<file path="config.mk">
export PLATFORM = sky130hd
export DESIGN_NAME = rgb_to_hsv_converter
export DESIGN_NICKNAME = d
export VERILOG_FILES = /design/src/rtl/rhsv_pkg.sv /design/src/rtl/rgb_to_hsv_converter.sv /design/src/rtl/rhsv_front.sv /design/src/rtl/rhsv_div_stage.sv /design/src/rtl/rhsv_back.sv
export SDC_FILE = /design/constraint.sdc
export NUM_CORES = 1
export LEC_CHECK = 0
export ABC_AREA = 1
export BUFFER_PORTS_ARGS = -buffer_cell sky130_fd_sc_hd__clkbuf_2
export CAP_MARGIN = 20
export CORE_AREA = 3 3 248 250
export CTS_BUF_LIST = sky130_fd_sc_hd__clkbuf_8
export DETAILED_ROUTE_END_ITERATION = 16
export DIE_AREA = 0 0 251 253
export SKIP_LAST_GASP = 1
export SYNTH_ARGS = -nofsm -noshare
export SYNTH_HDL_FRONTEND = slang
export SYNTH_SLANG_ARGS = --single-unit
</file>
<file path="constraint.sdc">
create_clock -name clk -period 20 [get_ports clk]
set_input_delay 3 -clock clk [delete_from_list [all_inputs] [get_ports clk]]
set_output_delay 3 -clock clk [all_outputs]
set_load 0.1 [all_outputs]
</file>
<file path="src/rtl/rhsv_pkg.sv">
package rhsv_pkg;

	// Channel that holds the largest byte; it picks the hue sector.
	typedef enum logic [1:0] {
		SEC_RED,
		SEC_GREEN,
		SEC_BLUE
	} sector_t;

	// Number of register stages that the long divisions are spread over.
	localparam int DIV_STAGES = 4;
	// Quotient bits retired per divider stage for saturation and hue.
	localparam int SAT_STEPS = 4;
	localparam int HUE_STEPS = 3;
	// Total valid bits: front (2), divider stages, output register.
	localparam int NUM_STAGES = DIV_STAGES + 3;

	// Hue constants in 1/64 degree units.
	localparam logic signed [15:0] HUE_RED_BASE = 16'sd0;
	localparam logic signed [15:0] HUE_GREEN_BASE = 16'sd7680;
	localparam logic signed [15:0] HUE_BLUE_BASE = 16'sd15360;
	localparam logic signed [15:0] HUE_FULL_TURN = 16'sd23040;

	// Result of the max/min and sector decision.
	typedef struct packed {
		logic [7:0] alpha;
		logic [7:0] mx;
		logic [7:0] delta;
		sector_t    sector;
		logic       neg;
		logic [7:0] absdiff;
	} front_t;

	// Working state of both divisions as it moves down the pipeline.
	typedef struct packed {
		logic [7:0]  alpha;
		logic [7:0]  mx;
		logic [7:0]  delta;
		sector_t     sector;
		logic        neg;
		logic [7:0]  sat_rem;
		logic [15:0] sat_low;
		logic [15:0] sat_quo;
		logic [7:0]  hue_rem;
		logic [11:0] hue_low;
		logic [11:0] hue_quo;
	} div_t;

	// One restoring division step: returns {quotient bit, new remainder}.
	function automatic logic [8:0] div_step(logic [7:0] rem, logic din, logic [7:0] dvs);
		logic [8:0] trial;
		logic [8:0] diff;
		trial = {rem, din};
		diff = trial - {1'b0, dvs};
		if (trial >= {1'b0, dvs}) begin
			div_step = {1'b1, diff[7:0]};
		end else begin
			div_step = {1'b0, trial[7:0]};
		end
	endfunction

endpackage

</file>
<file path="src/rtl/rgb_to_hsv_converter.sv">
// RGB to HSV converter for packed ARGB pixels.
// Pipeline: two front stages, four divider stages that share out both long
// divisions, and one output stage.
// Throughput: one pixel per cycle; each stage stalls only when it and all later ones are full.
// Reset clears the stage valid bits at once; data registers are not reset.
module rgb_to_hsv_converter
	import rhsv_pkg::*;
(
	input  logic        clk,
	input  logic        arst_n,
	input  logic        s_tvalid,
	output logic        s_tready,
	input  logic [31:0] s_tdata,  // packed_color[31:0]
	output logic        m_tvalid,
	input  logic        m_tready,
	output logic [47:0] m_tdata   // hue[14:0], saturation[30:15], brightness[38:31],
	                              // opacity[46:39], zero pad[47]
);

	logic [NUM_STAGES-1:0] vld_q;
	logic [NUM_STAGES-1:0] en;
	div_t                  pipe [0:DIV_STAGES];
	logic [14:0]           hue;
	logic [15:0]           saturation;
	logic [7:0]            brightness;
	logic [7:0]            opacity;

	// A stage may load when it is empty or the next stage loads too.
	always_comb begin
		en[NUM_STAGES-1] = !vld_q[NUM_STAGES-1] || m_tready;
		for (int i = NUM_STAGES - 2; i >= 0; i--) begin
			en[i] = !vld_q[i] || en[i+1];
		end
	end

	assign s_tready = en[0];
	assign m_tvalid = vld_q[NUM_STAGES-1];

	// Valid bits move with the data.
	always_ff @(posedge clk or negedge arst_n) begin
		if (!arst_n) begin
			vld_q <= '0;
		end else begin
			if (en[0]) begin
				vld_q[0] <= s_tvalid;
			end
			for (int i = 1; i < NUM_STAGES; i++) begin
				if (en[i]) begin
					vld_q[i] <= vld_q[i-1];
				end
			end
		end
	end

	rhsv_front u_front (
		.clk      (clk),
		.en_s1    (en[0]),
		.en_s2    (en[1]),
		.pixel    (s_tdata),
		.front_s2 (pipe[0])
	);

	for (genvar k = 0; k < DIV_STAGES; k++) begin : g_div
		rhsv_div_stage u_div (
			.clk    (clk),
			.en     (en[k+2]),
			.div_in (pipe[k]),
			.div_sn (pipe[k+1])
		);
	end

	rhsv_back u_back (
		.clk        (clk),
		.en         (en[NUM_STAGES-1]),
		.div_in     (pipe[DIV_STAGES]),
		.hue        (hue),
		.saturation (saturation),
		.brightness (brightness),
		.opacity    (opacity)
	);

	assign m_tdata = {1'b0, opacity, brightness, saturation, hue};

`ifndef SYNTHESIS
	// Input stalls only when every stage holds a pixel.
	a_stall_full: assert property (@(posedge clk) disable iff (!arst_n)
		!s_tready |-> (&vld_q))
		else $error("input stalled with an empty pipeline stage");

	// An accepted beat lands in the first stage.
	a_enter: assert property (@(posedge clk) disable iff (!arst_n)
		(s_tvalid && s_tready) |=> vld_q[0])
		else $error("accepted beat lost at pipeline entry");

	// Hue stays within one full turn.
	a_hue_range: assert property (@(posedge clk) disable iff (!arst_n)
		m_tvalid |-> (m_tdata[14:0] < 15'd23040))
		else $error("hue out of range");

	// Zero saturation means a grey pixel, whose hue is zero.
	a_grey_hue: assert property (@(posedge clk) disable iff (!arst_n)
		(m_tvalid && (m_tdata[30:15] == 16'd0)) |-> (m_tdata[14:0] == 15'd0))
		else $error("grey pixel with nonzero hue");
`endif

endmodule

</file>
<file path="src/rtl/rhsv_front.sv">
module rhsv_front
	import rhsv_pkg::*;
(
	input  logic        clk,
	input  logic        en_s1,
	input  logic        en_s2,
	input  logic [31:0] pixel,
	output div_t        front_s2
);

	logic [7:0] red, green, blue;
	logic [8:0] diff;
	logic [7:0] mn;
	front_t     front_d;
	front_t     front_s1;
	logic [23:0] sat_dvd;
	logic [19:0] hue_dvd;

	assign red = pixel[23:16];
	assign green = pixel[15:8];
	assign blue = pixel[7:0];

	// Largest channel, ties resolved red first, then green, then blue.
	always_comb begin
		front_d.alpha = pixel[31:24];
		if (red >= green && red >= blue) begin
			front_d.sector = SEC_RED;
			front_d.mx = red;
			diff = {1'b0, green} - {1'b0, blue};
		end else if (green >= blue) begin
			front_d.sector = SEC_GREEN;
			front_d.mx = green;
			diff = {1'b0, blue} - {1'b0, red};
		end else begin
			front_d.sector = SEC_BLUE;
			front_d.mx = blue;
			diff = {1'b0, red} - {1'b0, green};
		end
		mn = (red <= green) ? red : green;
		if (blue < mn) begin
			mn = blue;
		end
		front_d.delta = front_d.mx - mn;
		front_d.neg = diff[8];
		front_d.absdiff = diff[8] ? 8'(-diff) : diff[7:0];
	end

	always_ff @(posedge clk) begin
		if (en_s1) begin
			front_s1 <= front_d;
		end
	end

	// Dividends: delta * 65535 and |diff| * 3840, by shift and subtract.
	assign sat_dvd = {front_s1.delta, 16'h0000} - {16'h0000, front_s1.delta};
	assign hue_dvd = {front_s1.absdiff, 12'h000} - {4'h0, front_s1.absdiff, 8'h00};

	// The quotients fit 16 and 12 bits, so the top dividend byte seeds the remainder.
	always_ff @(posedge clk) begin
		if (en_s2) begin
			front_s2.alpha <= front_s1.alpha;
			front_s2.mx <= front_s1.mx;
			front_s2.delta <= front_s1.delta;
			front_s2.sector <= front_s1.sector;
			front_s2.neg <= front_s1.neg;
			front_s2.sat_rem <= sat_dvd[23:16];
			front_s2.sat_low <= sat_dvd[15:0];
			front_s2.sat_quo <= '0;
			front_s2.hue_rem <= hue_dvd[19:12];
			front_s2.hue_low <= hue_dvd[11:0];
			front_s2.hue_quo <= '0;
		end
	end

endmodule

</file>
<file path="src/rtl/rhsv_div_stage.sv">
module rhsv_div_stage
	import rhsv_pkg::*;
(
	input  logic clk,
	input  logic en,
	input  div_t div_in,
	output div_t div_sn
);

	div_t       nxt;
	logic [8:0] sat_step;
	logic [8:0] hue_step;

	// Retire a few quotient bits of each division.
	always_comb begin
		nxt = div_in;
		sat_step = '0;
		hue_step = '0;
		for (int i = 0; i < SAT_STEPS; i++) begin
			sat_step = div_step(nxt.sat_rem, nxt.sat_low[15], nxt.mx);
			nxt.sat_rem = sat_step[7:0];
			nxt.sat_low = {nxt.sat_low[14:0], 1'b0};
			nxt.sat_quo = {nxt.sat_quo[14:0], sat_step[8]};
		end
		for (int i = 0; i < HUE_STEPS; i++) begin
			hue_step = div_step(nxt.hue_rem, nxt.hue_low[11], nxt.delta);
			nxt.hue_rem = hue_step[7:0];
			nxt.hue_low = {nxt.hue_low[10:0], 1'b0};
			nxt.hue_quo = {nxt.hue_quo[10:0], hue_step[8]};
		end
	end

	always_ff @(posedge clk) begin
		if (en) begin
			div_sn <= nxt;
		end
	end

endmodule

</file>
<file path="src/rtl/rhsv_back.sv">
module rhsv_back
	import rhsv_pkg::*;
(
	input  logic        clk,
	input  logic        en,
	input  div_t        div_in,
	output logic [14:0] hue,
	output logic [15:0] saturation,
	output logic [7:0]  brightness,
	output logic [7:0]  opacity
);

	logic signed [15:0] base;
	logic signed [15:0] term;
	logic signed [15:0] hue_raw;
	logic signed [15:0] hue_wrap;

	// Sector offset plus the signed sector term, wrapped into one turn.
	always_comb begin
		unique case (div_in.sector)
			SEC_RED:   base = HUE_RED_BASE;
			SEC_GREEN: base = HUE_GREEN_BASE;
			SEC_BLUE:  base = HUE_BLUE_BASE;
			default:   base = HUE_RED_BASE;
		endcase
		term = $signed({4'h0, div_in.hue_quo});
		hue_raw = div_in.neg ? (base - term) : (base + term);
		hue_wrap = hue_raw[15] ? (hue_raw + HUE_FULL_TURN) : hue_raw;
	end

	// Grey and black pixels bypass the divisions, whose divisor is zero there.
	always_ff @(posedge clk) begin
		if (en) begin
			hue <= (div_in.delta == 8'd0) ? 15'd0 : hue_wrap[14:0];
			saturation <= (div_in.mx == 8'd0) ? 16'd0 : div_in.sat_quo;
			brightness <= div_in.mx;
			opacity <= div_in.alpha;
		end
	end

endmodule
</file>
==> results.tsv <==
metric	value	unit
CTS Hold Buffers Added	0	
total CTS buffers	67	
post-synthesis mux area share	0.166	%
Adder-Cell Fraction of Synth Area	14.8	%
1st-iter DRT viols	1237	
Final Wtd Congestion	0.908	
Post-Syn Instances	2984	
CP max-delay cell	nand2_2	
die area	63500	um2
Synth area leader	edfxtp_1	
Worst Hold Class	flop to flop	
Post-CTS Setup Inserts	0	
CTS tree	built	
port buffer count	84	
Vias/cell	5.17	
post-synthesis compound-gate area fraction	10.0	%
DRT antenna net count	0	
most common cell after layout, fill and taps aside	nand2_1	
endpoints failing setup	0	
commonest cells after routing, fill and taps aside	nand2_1, inv_1, edfxtp_1	
H-tree depth	3	
post-synthesis xor/xnor area fraction	5.44	%
Setup CP Type	primary input to output port	
dpl hpwl	47.6	mm
Vias	20400	
clk buf depth	3	
ranking of synthesized cells by area	edfxtp_1, ha_1, nand2_1, inv_1, a21oi_1	
asr flop ratio synth	1.76	%
Sink Count	398	
Filler cells	5510	
Final Max Slew Viols	0	
measured slew at the worst slew-check pin	0.959	ns
Ys Warns	0	
Die Span Y	253	um
IO Count	86	
area of the core	59200	um2
crit end category	output port	
Post-Synth Simple-Gate Area	18.8	%
Synth top area share	43.2	%
peak per-stage delay on the critical path	0.71	ns
grt ovf	0	
critical path data required time	17.00	ns
Final min period	9.33	ns
share of post-route cells with drive strength above 1	10.5	%
cell mode on critical path	nor2_1	
CP top delay family	buffers and inverters	
post-synthesis sequential area ratio	43.8	%
Layout Nets	3457	
synthesis-to-finish area growth	9.27	%
Main synth FF type	edfxtp_1	
largest net degree at the start of global routing	69	
synthesized netlist net count	3326	
Final period util	46.7	%
CP Max Fanout	57	
sequence of cells on the critical path	clkbuf_2 > nor2_1 > inv_2 > buf_4 > nor2_1 > inv_2 > buf_4 > nor2_1 > inv_2 > nor2_1 > inv_2 > nor2_1 > inv_2 > nor2_1 > nand2_2 > clkbuf_2	
post-CTS sizing	0	
placement row count	89	
main combinational cell family by area after synthesis	simple AND/OR/NAND/NOR gates	
clock root cell	clkbuf_8	
Post-synth EDFFs	391	
outcome	completed	
wire length per cell	15.3	um
Worst-Skew Late Latency	0.67	ns
vias in the first global route	19700	
Syn Area/Cell	9.11	um2
Worst Skew	0.0563	ns
Mapped Area	27200	um2
critical path data arrival time	6.33	ns
synthesized flop and latch total	398	
GRT Total Usage	19.0	%
Startpoint Class	primary input	
Die Wd	251	um
Clock transition at path regs	0.06	ns
Max Clk Rate	0.107	GHz
Fin. Hold Viols	0	
DRT Pass-1 Iters	7	
initial core utilization	45.9	%
# DRC	0	
setup TNS	0	ns
max cap viols	0	
Slew HR	35.8	%
CP bufs+invs	9	
Cell variety after synth	63	
first-pass GRT wire length	98.4	mm
RSZ-0062 raised after global routing	false	
initial antenna violation count	1	
Routed WL	60.2	mm
## sequential cells by signal, summed over array words and instances (netlist names)
| name | count |
|---|---|
| u_front.front_s2 | 61 |
| u_back.saturation | 16 |
| u_back.brightness | 8 |
| vld_q | 7 |
| u_front.front_s1 | 35 |
| u_back.opacity | 8 |
| g_div.u_div.div_sn | 248 |
| u_back.hue | 15 |
## worst register-to-register path: cells and delay by family, from the launching register on
family / cells / cell delay, ns
buffers and inverters: 5 / 0.50
AOI/OAI and AO/OA: 13 / 2.94
and+or+nand+nor: 16 / 2.41
DFF: 1 / 0.38
adders and majority gates: 4 / 1.37
## kinds of logic (layout without fill, tap and decap cells)
family	Yosys count	count (layout)
XOR/XNOR	169	169
AND/OR/NAND/NOR	1160	1160
adder cells (fa/ha/maj)	306	306
flip-flops	398	398
AO/OA/AOI/OAI	477	477
buffers and inverters	469	650
multiplexers	4	4
other	1	2
## path summary, 6_finish.rpt
check | cells past startpoint | slack (ns) | start | endpoint
setup / recovery | 16 | 10.67 | m_tready | s_tready
hold / removal | 0 | 0.38 | u_front.front_s1[21]$_DFFE_PP_ | u_front.front_s2[85]$_DFFE_PP_
setup reg to reg | 38 | 12.11 | g_div[0].u_div.div_sn[90]$_DFFE_PP_ | g_div[1].u_div.div_sn[71]$_DFFE_PP_
hold reg to reg | 0 | 0.38 | u_front.front_s1[21]$_DFFE_PP_ | u_front.front_s2[85]$_DFFE_PP_
max in group asynchronous | 1 | 17.49 | arst_n | vld_q[1]$_DFFE_PN0P_
min in group asynchronous | 1 | 2.22 | arst_n | vld_q[3]$_DFFE_PN0P_
## metal layers
layer	part of all wire [%]	GRT usage [%]	up-vias
li1	-	-	10400
met1	45	24.7	9516
met2	48	32.7	407
met3	4.0	2.73	92
met4	2.4	6.35	0
met5	0	0	-
## per-stage QoR
stage | setup slack, ns | util, % | area, um2 | instances | hold slack, ns
after detailed placement | 10.55 | 48.0 | 28400 | 3819 | 0.405
after global placement | 10.63 | 48.0 | 28400 | 3819 | 0.400
after CTS | 10.54 | 50.2 | 29700 | 3938 | 0.376
after global routing | 10.24 | 50.2 | 29700 | 3939 | 0.365
final | 10.67 | 50.2 | 29700 | 3939 | 0.379
after floorplan | 5.91 | - | 27200 | 2984 | 0.400
## synthesized netlist by cell type, types with 10 or more instances
library cell	number
o21ai_1	33
o21ai_0	120
edfxtp_1	391
nor3_1	38
nor2_1	221
xor2_1	115
inv_1	420
nor2_4	10
nand3_2	12
nand4_1	39
nand2_1	627
a211oi_1	10
xnor2_1	54
or2_2	15
a21oi_1	213
a21oi_2	16
inv_2	16
nand2_2	26
o21ai_2	19
nand3_1	122
o211ai_1	10
o21bai_1	11
fa_1	27
ha_1	279
nand3b_1	10
## layout make-up
cell class	instances	area (um2)	share of cell area (%)
Multi-Input combinational cell	2117	13400	45.1
Sequential cell	398	11900	40.1
Inverter	441	1660	5.60
Tap cell	773	967	3.25
Clock buffer	68	936	3.15
Timing Repair Buffer	90	465	1.57
Clock inverter	51	365	1.23
Antenna cell	1	2.50	0.00842
Power is left out: the tool's default activity adds up to more than one toggle a clock period on the data nets, which glitch-free logic cannot reach.
